$ cat src/hdl/hlsrgb_pkg.sv
// ----------------------------------------------------------------------------
// HLS to RGB colour unit: shared package
// Field widths, register indexes, hue constants and the hue classifier used
// by the front and back parts of the colour unit.
// ----------------------------------------------------------------------------
package hlsrgb_pkg;

  // Fixed field widths of the input item, the reduced hue and the ramp position.
  localparam int HUE_REQ_W  = 11;
  localparam int RAND_HUE_W = 9;
  localparam int HUE_W      = 9;
  localparam int HUE_T_W    = 6;

  // Configuration port geometry and register indexes.
  localparam int CFG_ADDR_W = 5;
  localparam int CFG_DATA_W = 32;
  localparam int NUM_REGS   = 6;
  localparam int REG_IDX_W  = 3;

  typedef logic [REG_IDX_W-1:0] reg_index_t;

  localparam reg_index_t REG_LIGHT_MIN = 3'd0;
  localparam reg_index_t REG_LIGHT_MAX = 3'd1;
  localparam reg_index_t REG_SAT_MIN   = 3'd2;
  localparam reg_index_t REG_SAT_MAX   = 3'd3;
  localparam reg_index_t REG_ALPHA_MIN = 3'd4;
  localparam reg_index_t REG_ALPHA_MAX = 3'd5;

  // Hue geometry in degrees.
  localparam int HUE_FULL      = 360;
  localparam int HUE_SEXTANT   = 60;
  localparam int HUE_HIGH_END  = 180;
  localparam int HUE_FALL_END  = 240;
  localparam int HUE_OFS_RED   = 120;
  localparam int HUE_OFS_GREEN = 0;
  localparam int HUE_OFS_BLUE  = 240;

  // Depth of the queue between the front and the back.
  localparam int QUEUE_DEPTH = 4;

  // Segment of the piecewise hue ramp.
  typedef logic [1:0] ramp_kind_t;

  localparam ramp_kind_t KIND_RAMP = 2'd0;
  localparam ramp_kind_t KIND_HIGH = 2'd1;
  localparam ramp_kind_t KIND_LOW  = 2'd2;

  // Ramp segment of one channel and its position along a sloped segment.
  typedef struct packed {
    ramp_kind_t           kind;
    logic [HUE_T_W-1:0]   t;
  } hue_class_t;

  // Classifies the hue of one channel, offset from the base hue.
  function automatic hue_class_t hue_classify(input logic [HUE_W-1:0] hue,
                                              input logic [HUE_W-1:0] offset);
    logic [HUE_W:0] sum;
    logic [HUE_W:0] hc;
    hue_class_t     c;
    sum = {1'b0, hue} + {1'b0, offset};
    hc  = (sum >= (HUE_W+1)'(HUE_FULL)) ? sum - (HUE_W+1)'(HUE_FULL) : sum;
    if (hc < (HUE_W+1)'(HUE_SEXTANT)) begin
      c.kind = KIND_RAMP;
      c.t    = hc[HUE_T_W-1:0];
    end else if (hc < (HUE_W+1)'(HUE_HIGH_END)) begin
      c.kind = KIND_HIGH;
      c.t    = '0;
    end else if (hc < (HUE_W+1)'(HUE_FALL_END)) begin
      c.kind = KIND_RAMP;
      c.t    = HUE_T_W'((HUE_W+1)'(HUE_FALL_END) - hc);
    end else begin
      c.kind = KIND_LOW;
      c.t    = '0;
    end
    return c;
  endfunction

endpackage

$ cat src/hdl/random_hls_to_rgb_color_unit.sv
// ----------------------------------------------------------------------------
// Random HLS to RGB colour unit: top level
// Turns a hue request and three random fractions into an RGBA colour in
// unsigned fixed point with FRAC_BITS fraction bits.
// ----------------------------------------------------------------------------
// The unit accepts one item per clock cycle and delivers one colour per item,
// in order, sustaining one item per cycle while the output is taken. From its
// input transfer an item passes through the front stage register (hue
// reduction, ramp classification and the three interpolation multipliers),
// the queue, and the back datapath registers after the p2 multiplier, the ramp
// multipliers and the reciprocal-of-sixty multipliers, then the output
// register, which takes the corrected channel values. The four-entry
// queue lets the front keep accepting while the back is held by a stalled
// output. Configuration writes are meant for when the unit is idle.
module random_hls_to_rgb_color_unit
  import hlsrgb_pkg::*;
#(
  parameter  int FRAC_BITS = 12,
  localparam int IN_BITS   = HUE_REQ_W + RAND_HUE_W + 3 * FRAC_BITS,
  localparam int IN_W      = ((IN_BITS + 7) / 8) * 8,
  localparam int OUT_BITS  = 4 * (FRAC_BITS + 1),
  localparam int OUT_W     = ((OUT_BITS + 7) / 8) * 8
) (
  input  logic                  clk,
  input  logic                  rst_n,
  // Configuration port
  input  logic                  cfg_psel,
  input  logic                  cfg_penable,
  input  logic                  cfg_pwrite,
  input  logic [CFG_ADDR_W-1:0] cfg_paddr,
  input  logic [CFG_DATA_W-1:0] cfg_pwdata,
  output logic [CFG_DATA_W-1:0] cfg_prdata,
  output logic                  cfg_pready,
  // Input stream
  input  logic                  in_tvalid,
  output logic                  in_tready,
  // Fields from bit 0: hue_request, random_hue, rand_light, rand_sat, rand_alpha
  input  logic [IN_W-1:0]       in_tdata,
  // Result stream
  output logic                  out_tvalid,
  input  logic                  out_tready,
  // Fields from bit 0: red, green, blue, alpha
  output logic [OUT_W-1:0]      out_tdata
);

  localparam int F       = FRAC_BITS;
  localparam int RL_LO   = HUE_REQ_W + RAND_HUE_W;
  localparam int RS_LO   = RL_LO + F;
  localparam int RA_LO   = RS_LO + F;
  localparam int ENTRY_W = 3 * $bits(hue_class_t) + 3 * (F + 1);

  logic [NUM_REGS-1:0][F:0]  bounds;
  logic signed [HUE_REQ_W-1:0] hue_request;
  logic [RAND_HUE_W-1:0]     random_hue;
  logic [F-1:0]              rand_light;
  logic [F-1:0]              rand_sat;
  logic [F-1:0]              rand_alpha;

  logic                      push;
  logic                      queue_full;
  logic                      pop;
  logic                      queue_empty;
  hue_class_t [2:0]          f_cls;
  logic [F:0]                f_light;
  logic [F:0]                f_sat;
  logic [F:0]                f_alpha;
  logic [ENTRY_W-1:0]        q_wdata;
  logic [ENTRY_W-1:0]        q_rdata;
  hue_class_t [2:0]          b_cls;
  logic [F:0]                b_light;
  logic [F:0]                b_sat;
  logic [F:0]                b_alpha;

  logic [F:0]                red;
  logic [F:0]                green;
  logic [F:0]                blue;
  logic [F:0]                alpha;

  // Unpack the input transfer.
  assign hue_request = in_tdata[HUE_REQ_W-1:0];
  assign random_hue  = in_tdata[RL_LO-1:HUE_REQ_W];
  assign rand_light  = in_tdata[RS_LO-1:RL_LO];
  assign rand_sat    = in_tdata[RA_LO-1:RS_LO];
  assign rand_alpha  = in_tdata[RA_LO+F-1:RA_LO];

  // Configuration registers.
  hlsrgb_cfg #(
    .FRAC_BITS (FRAC_BITS)
  ) u_cfg (
    .clk     (clk),
    .rst_n   (rst_n),
    .psel    (cfg_psel),
    .penable (cfg_penable),
    .pwrite  (cfg_pwrite),
    .paddr   (cfg_paddr),
    .pwdata  (cfg_pwdata),
    .prdata  (cfg_prdata),
    .pready  (cfg_pready),
    .bounds  (bounds)
  );

  // Front part: accept and classify.
  hlsrgb_front #(
    .FRAC_BITS (FRAC_BITS)
  ) u_front (
    .clk         (clk),
    .rst_n       (rst_n),
    .in_valid    (in_tvalid),
    .in_ready    (in_tready),
    .hue_request (hue_request),
    .random_hue  (random_hue),
    .rand_light  (rand_light),
    .rand_sat    (rand_sat),
    .rand_alpha  (rand_alpha),
    .bounds      (bounds),
    .push        (push),
    .queue_full  (queue_full),
    .cls         (f_cls),
    .light       (f_light),
    .sat         (f_sat),
    .alpha       (f_alpha)
  );

  // Queue between the two parts.
  assign q_wdata = {f_alpha, f_sat, f_light, f_cls};
  assign {b_alpha, b_sat, b_light, b_cls} = q_rdata;

  hlsrgb_queue #(
    .WIDTH (ENTRY_W)
  ) u_queue (
    .clk   (clk),
    .rst_n (rst_n),
    .push  (push),
    .wdata (q_wdata),
    .full  (queue_full),
    .pop   (pop),
    .rdata (q_rdata),
    .empty (queue_empty)
  );

  // Back part: colour conversion and output register.
  hlsrgb_back #(
    .FRAC_BITS (FRAC_BITS)
  ) u_back (
    .clk         (clk),
    .rst_n       (rst_n),
    .queue_empty (queue_empty),
    .pop         (pop),
    .cls         (b_cls),
    .light       (b_light),
    .sat         (b_sat),
    .alpha       (b_alpha),
    .out_valid   (out_tvalid),
    .out_ready   (out_tready),
    .red         (red),
    .green       (green),
    .blue        (blue),
    .alpha_out   (alpha)
  );

  // Pack the result transfer, zero-filled to whole bytes.
  assign out_tdata = OUT_W'({alpha, blue, green, red});

endmodule

$ cat src/hdl/hlsrgb_cfg.sv
// ----------------------------------------------------------------------------
// HLS to RGB colour unit: configuration registers
// APB-style register file holding the interpolation bounds; presents each
// bound limited to one.
// ----------------------------------------------------------------------------
module hlsrgb_cfg
  import hlsrgb_pkg::*;
#(
  parameter int FRAC_BITS = 12
) (
  input  logic                                clk,
  input  logic                                rst_n,
  input  logic                                psel,
  input  logic                                penable,
  input  logic                                pwrite,
  input  logic [CFG_ADDR_W-1:0]               paddr,
  input  logic [CFG_DATA_W-1:0]               pwdata,
  output logic [CFG_DATA_W-1:0]               prdata,
  output logic                                pready,
  output logic [NUM_REGS-1:0][FRAC_BITS:0]    bounds
);

  localparam logic [FRAC_BITS:0] ONE = (FRAC_BITS+1)'(1) << FRAC_BITS;

  logic [NUM_REGS-1:0][FRAC_BITS:0] regs_r;
  reg_index_t                       idx;
  logic                             wr_en;

  assign pready = 1'b1;
  assign idx    = paddr[CFG_ADDR_W-1:2];
  assign wr_en  = psel && penable && pwrite && pready;

  // Register writes; writes beyond the last register are dropped.
  always_ff @(posedge clk) begin
    if (!rst_n) begin
      regs_r[REG_LIGHT_MIN] <= '0;
      regs_r[REG_LIGHT_MAX] <= ONE;
      regs_r[REG_SAT_MIN]   <= '0;
      regs_r[REG_SAT_MAX]   <= ONE;
      regs_r[REG_ALPHA_MIN] <= ONE;
      regs_r[REG_ALPHA_MAX] <= ONE;
    end else if (wr_en && (idx < reg_index_t'(NUM_REGS))) begin
      regs_r[idx] <= pwdata[FRAC_BITS:0];
    end
  end

  // Read back the stored value.
  always_comb begin
    if (idx < reg_index_t'(NUM_REGS)) begin
      prdata = CFG_DATA_W'(regs_r[idx]);
    end else begin
      prdata = '0;
    end
  end

  // A bound above one is read as one.
  always_comb begin
    for (int i = 0; i < NUM_REGS; i++) begin
      bounds[i] = (regs_r[i] > ONE) ? ONE : regs_r[i];
    end
  end

endmodule

$ cat src/hdl/hlsrgb_front.sv
// ----------------------------------------------------------------------------
// HLS to RGB colour unit: front part
// Accepts an item, reduces the hue, classifies each channel's ramp segment
// and interpolates lightness, saturation and opacity, in one register stage.
// ----------------------------------------------------------------------------
module hlsrgb_front
  import hlsrgb_pkg::*;
#(
  parameter int FRAC_BITS = 12
) (
  input  logic                              clk,
  input  logic                              rst_n,
  input  logic                              in_valid,
  output logic                              in_ready,
  input  logic signed [HUE_REQ_W-1:0]       hue_request,
  input  logic [RAND_HUE_W-1:0]             random_hue,
  input  logic [FRAC_BITS-1:0]              rand_light,
  input  logic [FRAC_BITS-1:0]              rand_sat,
  input  logic [FRAC_BITS-1:0]              rand_alpha,
  input  logic [NUM_REGS-1:0][FRAC_BITS:0]  bounds,
  output logic                              push,
  input  logic                              queue_full,
  output hue_class_t [2:0]                  cls,
  output logic [FRAC_BITS:0]                light,
  output logic [FRAC_BITS:0]                sat,
  output logic [FRAC_BITS:0]                alpha
);

  localparam int RAW_W = HUE_REQ_W - 1;

  // Interpolates between two bounds by a fraction, truncating the step.
  function automatic logic [FRAC_BITS:0] lerp(input logic [FRAC_BITS:0]   lo,
                                              input logic [FRAC_BITS:0]   hi,
                                              input logic [FRAC_BITS-1:0] r);
    logic [FRAC_BITS:0]   diff;
    logic [2*FRAC_BITS:0] prod;
    logic [FRAC_BITS:0]   step;
    diff = (hi >= lo) ? hi - lo : lo - hi;
    prod = (2*FRAC_BITS+1)'(r) * (2*FRAC_BITS+1)'(diff);
    step = prod[2*FRAC_BITS:FRAC_BITS];
    return (hi >= lo) ? lo + step : lo - step;
  endfunction

  logic                    valid_r;
  logic                    advance;
  logic [RAW_W-1:0]        hue_raw;
  logic [RAW_W-1:0]        hue_mod;
  logic [HUE_W-1:0]        hue;
  hue_class_t [2:0]        cls_nxt;
  hue_class_t [2:0]        cls_r;
  logic [FRAC_BITS:0]      light_r;
  logic [FRAC_BITS:0]      sat_r;
  logic [FRAC_BITS:0]      alpha_r;

  // The stage moves on when empty or when its item enters the queue.
  assign advance  = !valid_r || !queue_full;
  assign in_ready = advance;
  assign push     = valid_r && !queue_full;

  // Hue selection and reduction modulo a full turn.
  always_comb begin
    hue_raw = hue_request[HUE_REQ_W-1] ? RAW_W'(random_hue) : hue_request[RAW_W-1:0];
    if (hue_raw >= RAW_W'(2 * HUE_FULL)) begin
      hue_mod = hue_raw - RAW_W'(2 * HUE_FULL);
    end else if (hue_raw >= RAW_W'(HUE_FULL)) begin
      hue_mod = hue_raw - RAW_W'(HUE_FULL);
    end else begin
      hue_mod = hue_raw;
    end
    hue        = hue_mod[HUE_W-1:0];
    cls_nxt[0] = hue_classify(hue, HUE_W'(HUE_OFS_RED));
    cls_nxt[1] = hue_classify(hue, HUE_W'(HUE_OFS_GREEN));
    cls_nxt[2] = hue_classify(hue, HUE_W'(HUE_OFS_BLUE));
  end

  // Stage valid flag.
  always_ff @(posedge clk) begin
    if (!rst_n) begin
      valid_r <= 1'b0;
    end else if (advance) begin
      valid_r <= in_valid;
    end
  end

  // Stage payload.
  always_ff @(posedge clk) begin
    if (advance) begin
      cls_r   <= cls_nxt;
      light_r <= lerp(bounds[REG_LIGHT_MIN], bounds[REG_LIGHT_MAX], rand_light);
      sat_r   <= lerp(bounds[REG_SAT_MIN], bounds[REG_SAT_MAX], rand_sat);
      alpha_r <= lerp(bounds[REG_ALPHA_MIN], bounds[REG_ALPHA_MAX], rand_alpha);
    end
  end

  assign cls   = cls_r;
  assign light = light_r;
  assign sat   = sat_r;
  assign alpha = alpha_r;

endmodule

$ cat src/hdl/hlsrgb_queue.sv
// ----------------------------------------------------------------------------
// HLS to RGB colour unit: decoupling queue
// Short first-in first-out queue between the front and the back parts.
// ----------------------------------------------------------------------------
module hlsrgb_queue
  import hlsrgb_pkg::*;
#(
  parameter int WIDTH = 8
) (
  input  logic             clk,
  input  logic             rst_n,
  input  logic             push,
  input  logic [WIDTH-1:0] wdata,
  output logic             full,
  input  logic             pop,
  output logic [WIDTH-1:0] rdata,
  output logic             empty
);

  localparam int PTR_W = $clog2(QUEUE_DEPTH);
  localparam int CNT_W = PTR_W + 1;

  logic [QUEUE_DEPTH-1:0][WIDTH-1:0] slots_r;
  logic [PTR_W-1:0]                  wr_ptr_r;
  logic [PTR_W-1:0]                  rd_ptr_r;
  logic [CNT_W-1:0]                  count_r;
  logic                              do_push;
  logic                              do_pop;

  assign full    = (count_r == CNT_W'(QUEUE_DEPTH));
  assign empty   = (count_r == '0);
  assign do_push = push && !full;
  assign do_pop  = pop && !empty;
  assign rdata   = slots_r[rd_ptr_r];

  // Pointers and fill count.
  always_ff @(posedge clk) begin
    if (!rst_n) begin
      wr_ptr_r <= '0;
      rd_ptr_r <= '0;
      count_r  <= '0;
    end else begin
      if (do_push) begin
        wr_ptr_r <= wr_ptr_r + 1'b1;
      end
      if (do_pop) begin
        rd_ptr_r <= rd_ptr_r + 1'b1;
      end
      if (do_push && !do_pop) begin
        count_r <= count_r + 1'b1;
      end else if (do_pop && !do_push) begin
        count_r <= count_r - 1'b1;
      end
    end
  end

  // Entry storage.
  always_ff @(posedge clk) begin
    if (do_push) begin
      slots_r[wr_ptr_r] <= wdata;
    end
  end

endmodule

$ cat src/hdl/hlsrgb_back.sv
// ----------------------------------------------------------------------------
// HLS to RGB colour unit: back part
// Three-stage datapath from lightness and saturation to the p1/p2 ramp
// levels and the three colour channels, followed by the output register.
// ----------------------------------------------------------------------------
module hlsrgb_back
  import hlsrgb_pkg::*;
#(
  parameter int FRAC_BITS = 12
) (
  input  logic                 clk,
  input  logic                 rst_n,
  input  logic                 queue_empty,
  output logic                 pop,
  input  hue_class_t [2:0]     cls,
  input  logic [FRAC_BITS:0]   light,
  input  logic [FRAC_BITS:0]   sat,
  input  logic [FRAC_BITS:0]   alpha,
  output logic                 out_valid,
  input  logic                 out_ready,
  output logic [FRAC_BITS:0]   red,
  output logic [FRAC_BITS:0]   green,
  output logic [FRAC_BITS:0]   blue,
  output logic [FRAC_BITS:0]   alpha_out
);

  localparam int             F     = FRAC_BITS;
  localparam logic [F:0]     ONE   = (F+1)'(1) << F;
  localparam logic [F:0]     HALF  = ONE >> 1;
  // Ramp product width and reciprocal of sixty scaled by 2^XW.
  localparam int             XW    = F + 1 + HUE_T_W;
  localparam int             MW    = XW - 5;
  localparam logic [MW-1:0]  RECIP = MW'((64'd1 << XW) / HUE_SEXTANT);

  // Channel value from its segment; the quotient estimate is corrected once.
  function automatic logic [F:0] chan_value(input ramp_kind_t    kind,
                                            input logic [F:0]    p1,
                                            input logic [F:0]    p2,
                                            input logic [XW-1:0] x,
                                            input logic [MW-1:0] q0);
    logic [XW:0]   prod60;
    logic [XW:0]   rem;
    logic [MW-1:0] q;
    logic [F:0]    v;
    prod60 = (XW+1)'(q0) * (XW+1)'(HUE_SEXTANT);
    rem    = (XW+1)'(x) - prod60;
    q      = (rem >= (XW+1)'(HUE_SEXTANT)) ? q0 + 1'b1 : q0;
    case (kind)
      KIND_RAMP: v = p1 + q[F:0];
      KIND_HIGH: v = p2;
      KIND_LOW:  v = p1;
      default:   v = p1;
    endcase
    return v;
  endfunction

  logic                     advance;

  // Stage one: p1 and p2.
  logic                     b1_valid_r;
  logic [F+1:0]             mul_op;
  logic [2*F+2:0]           mul_prod;
  logic [F+2:0]             mul_sh;
  logic [F+2:0]             p2_wide;
  logic [F:0]               p2_nxt;
  logic [F+1:0]             twice_l;
  logic [F+1:0]             p1_wide;
  logic [F:0]               b1_p1_r;
  logic [F:0]               b1_p2_r;
  hue_class_t [2:0]         b1_cls_r;
  logic                     b1_grey_r;
  logic [F:0]               b1_light_r;
  logic [F:0]               b1_alpha_r;

  // Stage two: ramp products.
  logic                     b2_valid_r;
  logic [F:0]               span;
  logic [2:0][XW-1:0]       b2_x_r;
  logic [F:0]               b2_p1_r;
  logic [F:0]               b2_p2_r;
  ramp_kind_t [2:0]         b2_kind_r;
  logic                     b2_grey_r;
  logic [F:0]               b2_light_r;
  logic [F:0]               b2_alpha_r;

  // Stage three: quotient estimates.
  logic                     b3_valid_r;
  logic [2:0][XW+MW-1:0]    recip_prod;
  logic [2:0][MW-1:0]       b3_q0_r;
  logic [2:0][XW-1:0]       b3_x_r;
  logic [F:0]               b3_p1_r;
  logic [F:0]               b3_p2_r;
  ramp_kind_t [2:0]         b3_kind_r;
  logic                     b3_grey_r;
  logic [F:0]               b3_light_r;
  logic [F:0]               b3_alpha_r;

  // Output register.
  logic                     out_valid_r;
  logic [2:0][F:0]          chan;
  logic [F:0]               red_r;
  logic [F:0]               green_r;
  logic [F:0]               blue_r;
  logic [F:0]               alpha_r;

  // The whole datapath holds while a result waits at the output.
  assign advance = !out_valid_r || out_ready;
  assign pop     = advance && !queue_empty;

  // p2 from lightness and saturation, then p1 = 2L - p2.
  always_comb begin
    mul_op   = (light <= HALF) ? (F+2)'(sat) + (F+2)'(ONE) : (F+2)'(sat);
    mul_prod = (2*F+3)'(light) * (2*F+3)'(mul_op);
    mul_sh   = mul_prod[2*F+2:F];
    if (light <= HALF) begin
      p2_wide = mul_sh;
    end else begin
      p2_wide = (F+3)'(light) + (F+3)'(sat) - mul_sh;
    end
    if (p2_wide > (F+3)'(ONE)) begin
      p2_wide = (F+3)'(ONE);
    end
    if (p2_wide < (F+3)'(light)) begin
      p2_wide = (F+3)'(light);
    end
    p2_nxt  = p2_wide[F:0];
    twice_l = {light, 1'b0};
    p1_wide = (twice_l >= (F+2)'(p2_nxt)) ? twice_l - (F+2)'(p2_nxt) : '0;
  end

  // Ramp span, reciprocal-of-sixty estimates of the ramp products, and channel values.
  always_comb begin
    span = b1_p2_r - b1_p1_r;
    for (int c = 0; c < 3; c++) begin
      recip_prod[c] = (XW+MW)'(b2_x_r[c]) * (XW+MW)'(RECIP);
      chan[c]       = b3_grey_r ? b3_light_r
                                : chan_value(b3_kind_r[c], b3_p1_r, b3_p2_r,
                                             b3_x_r[c], b3_q0_r[c]);
    end
  end

  // Valid flags of the stages.
  always_ff @(posedge clk) begin
    if (!rst_n) begin
      b1_valid_r  <= 1'b0;
      b2_valid_r  <= 1'b0;
      b3_valid_r  <= 1'b0;
      out_valid_r <= 1'b0;
    end else if (advance) begin
      b1_valid_r  <= pop;
      b2_valid_r  <= b1_valid_r;
      b3_valid_r  <= b2_valid_r;
      out_valid_r <= b3_valid_r;
    end
  end

  // Stage payloads.
  always_ff @(posedge clk) begin
    if (advance) begin
      b1_p1_r    <= p1_wide[F:0];
      b1_p2_r    <= p2_nxt;
      b1_cls_r   <= cls;
      b1_grey_r  <= (sat == '0);
      b1_light_r <= light;
      b1_alpha_r <= alpha;

      for (int c = 0; c < 3; c++) begin
        b2_x_r[c]    <= XW'(span) * XW'(b1_cls_r[c].t);
        b2_kind_r[c] <= b1_cls_r[c].kind;
      end
      b2_p1_r    <= b1_p1_r;
      b2_p2_r    <= b1_p2_r;
      b2_grey_r  <= b1_grey_r;
      b2_light_r <= b1_light_r;
      b2_alpha_r <= b1_alpha_r;

      for (int c = 0; c < 3; c++) begin
        b3_q0_r[c] <= recip_prod[c][XW+MW-1:XW];
      end
      b3_x_r     <= b2_x_r;
      b3_kind_r  <= b2_kind_r;
      b3_p1_r    <= b2_p1_r;
      b3_p2_r    <= b2_p2_r;
      b3_grey_r  <= b2_grey_r;
      b3_light_r <= b2_light_r;
      b3_alpha_r <= b2_alpha_r;

      red_r   <= chan[0];
      green_r <= chan[1];
      blue_r  <= chan[2];
      alpha_r <= b3_alpha_r;
    end
  end

  assign out_valid = out_valid_r;
  assign red       = red_r;
  assign green     = green_r;
  assign blue      = blue_r;
  assign alpha_out = alpha_r;

endmodule

$ cat config.mk
export PLATFORM = sky130hd
export DESIGN_NAME = random_hls_to_rgb_color_unit
export DESIGN_NICKNAME = d
export VERILOG_FILES = /design/src/hdl/hlsrgb_pkg.sv /design/src/hdl/random_hls_to_rgb_color_unit.sv /design/src/hdl/hlsrgb_cfg.sv /design/src/hdl/hlsrgb_front.sv /design/src/hdl/hlsrgb_queue.sv /design/src/hdl/hlsrgb_back.sv
export SDC_FILE = /design/constraint.sdc
export NUM_CORES = 2
export LEC_CHECK = 0
export BUFFER_PORTS_ARGS = -buffer_cell sky130_fd_sc_hd__buf_2
export CAP_MARGIN = 20
export CORE_ASPECT_RATIO = 1.5
export CORE_MARGIN = 1
export CORE_UTILIZATION = 55
export CTS_BUF_LIST = sky130_fd_sc_hd__clkbuf_4
export DETAILED_ROUTE_END_ITERATION = 16
export GPL_ROUTABILITY_DRIVEN = 0
export MAX_ROUTING_LAYER = met4
export PLACE_DENSITY = 0.74
export SYNTH_ARGS = -nofsm -noshare
export SYNTH_HDL_FRONTEND = slang
export SYNTH_SLANG_ARGS = --single-unit
$ cat constraint.sdc
create_clock -name clk -period 19.1 [get_ports clk]
set_input_delay 3.82 -clock clk [delete_from_list [all_inputs] [get_ports clk]]
set_output_delay 3.82 -clock clk [all_outputs]
set_load 0.005 [all_outputs]
==> results.txt <==
RSZ-0062 raised after global routing - no
Fillers - 11980
Crit Path Class - reg2reg
Worst-Skew Late Latency - 1.09 ns
FMAX - 0.05925 GHz
GRT Overall Usage - 25.93%
Synth cell types - 101
Starting Density - 55.57%
Critical path peak fanout - 26
Critical path's largest stage delay - 0.66 ns
# hold bufs at CTS - 0
CP bufs+invs - 8
Die height - 468.5 um
DR DRC count - 0
Slew Limit Fails - 0
Core area - 143600 um2
Post-CTS Setup Bufs - 0
Worst-path cell with the longest stage delay - nor2_2
I/O Buffers - 145
CTS Buf Count - 184
Hold Path Class - reg2reg
Nets - 9819
Largest net degree at the start of global routing - 91
Synthesized area per cell - 10.09 um2
Synth Flop Type - edfxtp_1
CTS tree - built
# rows - 170
Synth Instances - 7911
Via Count - 57170
Multi-input gate area - 51150 um2
First-pass GRT wire length - 295.7 mm
Clk_skew - 0.07427 ns
Layout cells sized above 1 - 8.009%
# clock sinks - 802
Post-synthesis sequential area ratio - 29.06%
Initial antenna violation count - 5
DPL Wire Length - 143.4 mm
Vias in the first global route - 59930
Remaining Overflow, GRT - 0
FF+latch area - 23190 um2
WL/cell - 18.03 um
Vias/cell - 5.679
Crit path max-delay family - simple AND/OR/NAND/NOR gates
Yosys warnings - 0
Asr flop ratio synth - 0%
Aggregate routed wire length - 181.5 mm
Die area - 146600 um2
Die Width - 313.0 um
Number of synthesized flops with an enable pin - 712
Drt pass-1 iters - 6
Iter 0 DRT Violations - 2882
Crit path capture type - flop
Final hold violation count - 0
Slew margin rel. - 26.72%
Reg clk slew, reported paths - 0.06 ns
Root buf cell - clkbuf_4
Post-CTS sizing - 0
R2R depth - 61
Synthesis-to-finish area growth - 6.132%
Final worst-path cycle share - 88.36%
H-tree levels - 4
Critical path depth in cells - 61
Final setup TNS - 0 ns
Post-Syn Area - 79790 um2
Critical Path Start Type - flop
Synth Register Bits - 802
DRT antenna net count - 0
Crit path time final - 16.88 ns
Worst slew pin tran - 1.095 ns
Arr. time, crit path - 17.70 ns
Clock buffer depth - 3
Core Util, Final - 58.98%
Hold Path Depth - 0
Status - completed
Final setup violation count - 0
Req. time, crit path - 19.93 ns
Max-Cap Viols - 0
I/O Pins - 191
==> worst register-to-register path: cells and delay by family, from the launching register on <==
| family | cells | cell delay, ns |
|---|---|---|
| and+or+nand+nor | 20 | 5.02 |
| AOI/OAI and AO/OA | 20 | 4.59 |
| adders and majority gates | 10 | 4.22 |
| buffers and inverters | 8 | 1.23 |
| muxes | 2 | 0.72 |
| DFF | 1 | 0.65 |
| xor gates and xnor gates | 1 | 0.19 |
==> worst paths after layout <==
path | start | endpoint | slack [ns]
min reg2reg | u_back.b2_p1_r[3]$_DFFE_PN_ | u_back.b3_p1_r[3]$_DFFE_PN_ | 0.37
min | u_back.b2_p1_r[3]$_DFFE_PN_ | u_back.b3_p1_r[3]$_DFFE_PN_ | 0.37
max reg2reg | u_queue.rd_ptr_r[0]$_SDFFE_PN0P_ | u_back.b1_p1_r[12]$_SDFFCE_PN0N_ | 2.22
max | u_queue.rd_ptr_r[0]$_SDFFE_PN0P_ | u_back.b1_p1_r[12]$_SDFFCE_PN0N_ | 2.22
==> sequential cells by signal, indices dropped and copies added, names as in the netlist, 24 cells and up <==
signal	flops
u_front.cls	24
u_cfg.regs_r	78
u_back.b3_x_r	51
u_back.b3_q0_r	42
u_back.b2_x_r	57
u_queue.slots_r	252
u_back.b1_cls_r	24
==> placed cells by master (no fill, tap or decap), types with 90 or more instances in the layout <==
cell type and instances:
inv_1 1152, ha_1 945, nand2_1 939, fa_1 739
edfxtp_1 712, nor2_1 310, a21oi_1 307, and2_1 281
xnor2_1 271, clkbuf_4 255, o21ai_0 252, nor2b_1 148
buf_2 146, a21o_1 115, nand2b_1 104, a21boi_0 97
nor3_1 90
==> per-stage QoR <==
step	area (um2)	instances	setup WS, ns	hold slack, ns
after global routing	84670	10070	1.312	0.3810
after CTS	84650	10060	2.366	0.3623
after global placement	82260	9739	2.570	0.4028
after floorplan	79870	7933	4.649	0.4003
final	84680	10070	2.224	0.3744
after detailed placement	82260	9739	2.487	0.4045
==> routing by layer <==
metal | track usage (%) | up-vias | wire [um]
li1 | - | 26900 | -
met1 | 26.47 | 28190 | 66350
met2 | 48.13 | 1537 | 98280
met3 | 3.167 | 542 | 7428
met4 | 13.74 | 0 | 9446
met5 | - | - | 0
==> Yosys cell counts (30+ instances only) <==
cell type  number  area, um2
and2_1        285       1783
nand2b_1      104      650.6
ha_1          945      11820
xor2_1         89      779.5
nand3_1        85      425.4
a21o_1        115      863.3
nor2_1        310       1164
nand2_1       939       3525
fa_1          739      14790
and3_1         41      256.5
edfxtp_1      712      21380
clkbuf_1      236      885.9
o211ai_1       41      307.8
a21oi_1       307       1536
a31oi_1        42      262.8
o31ai_1        36      270.3
nor2b_1       148      925.9
or3_1          30      187.7
o21a_1         60      450.4
o21ai_0       252       1261
dfxtp_1        90       1802
a211oi_1       49      367.9
a21boi_0       97      728.2
xnor2_1       274       2400
mux2i_1        81      810.8
nor3_1         90      450.4
mux4_2         64       1441
o21bai_1       68      510.5
inv_1        1153       4328
==> cell type report <==
class / count / share of cell area, %
multi-input cells: 5677 / 60.40
flip-flops and latches: 802 / 27.39
inverters: 1161 / 5.155
well taps: 1892 / 2.796
clock buffers: 255 / 2.261
repair buffers: 209 / 1.418
clock inverters: 62 / 0.5541
diodes: 9 / 0.02660
==> cell families (layout without fill, tap and decap cells) <==
kind of cell | after synthesis | in the layout | share of synthesized area [%]
and+or+nand+nor | 2176 | 2176 | 13.06
adders and majority gates | 1684 | 1684 | 33.36
buffers and inverters | 1454 | 1687 | 7.013
AOI/OAI and AO/OA | 1262 | 1262 | 10.34
DFF | 802 | 802 | 29.06
xor gates and xnor gates | 364 | 364 | 4.013
muxes | 167 | 167 | 3.147
other | 2 | 33 | 0.009413
Power is not shown: default switching activity piles up to over one toggle a cycle in this logic, so the estimate is an artifact.
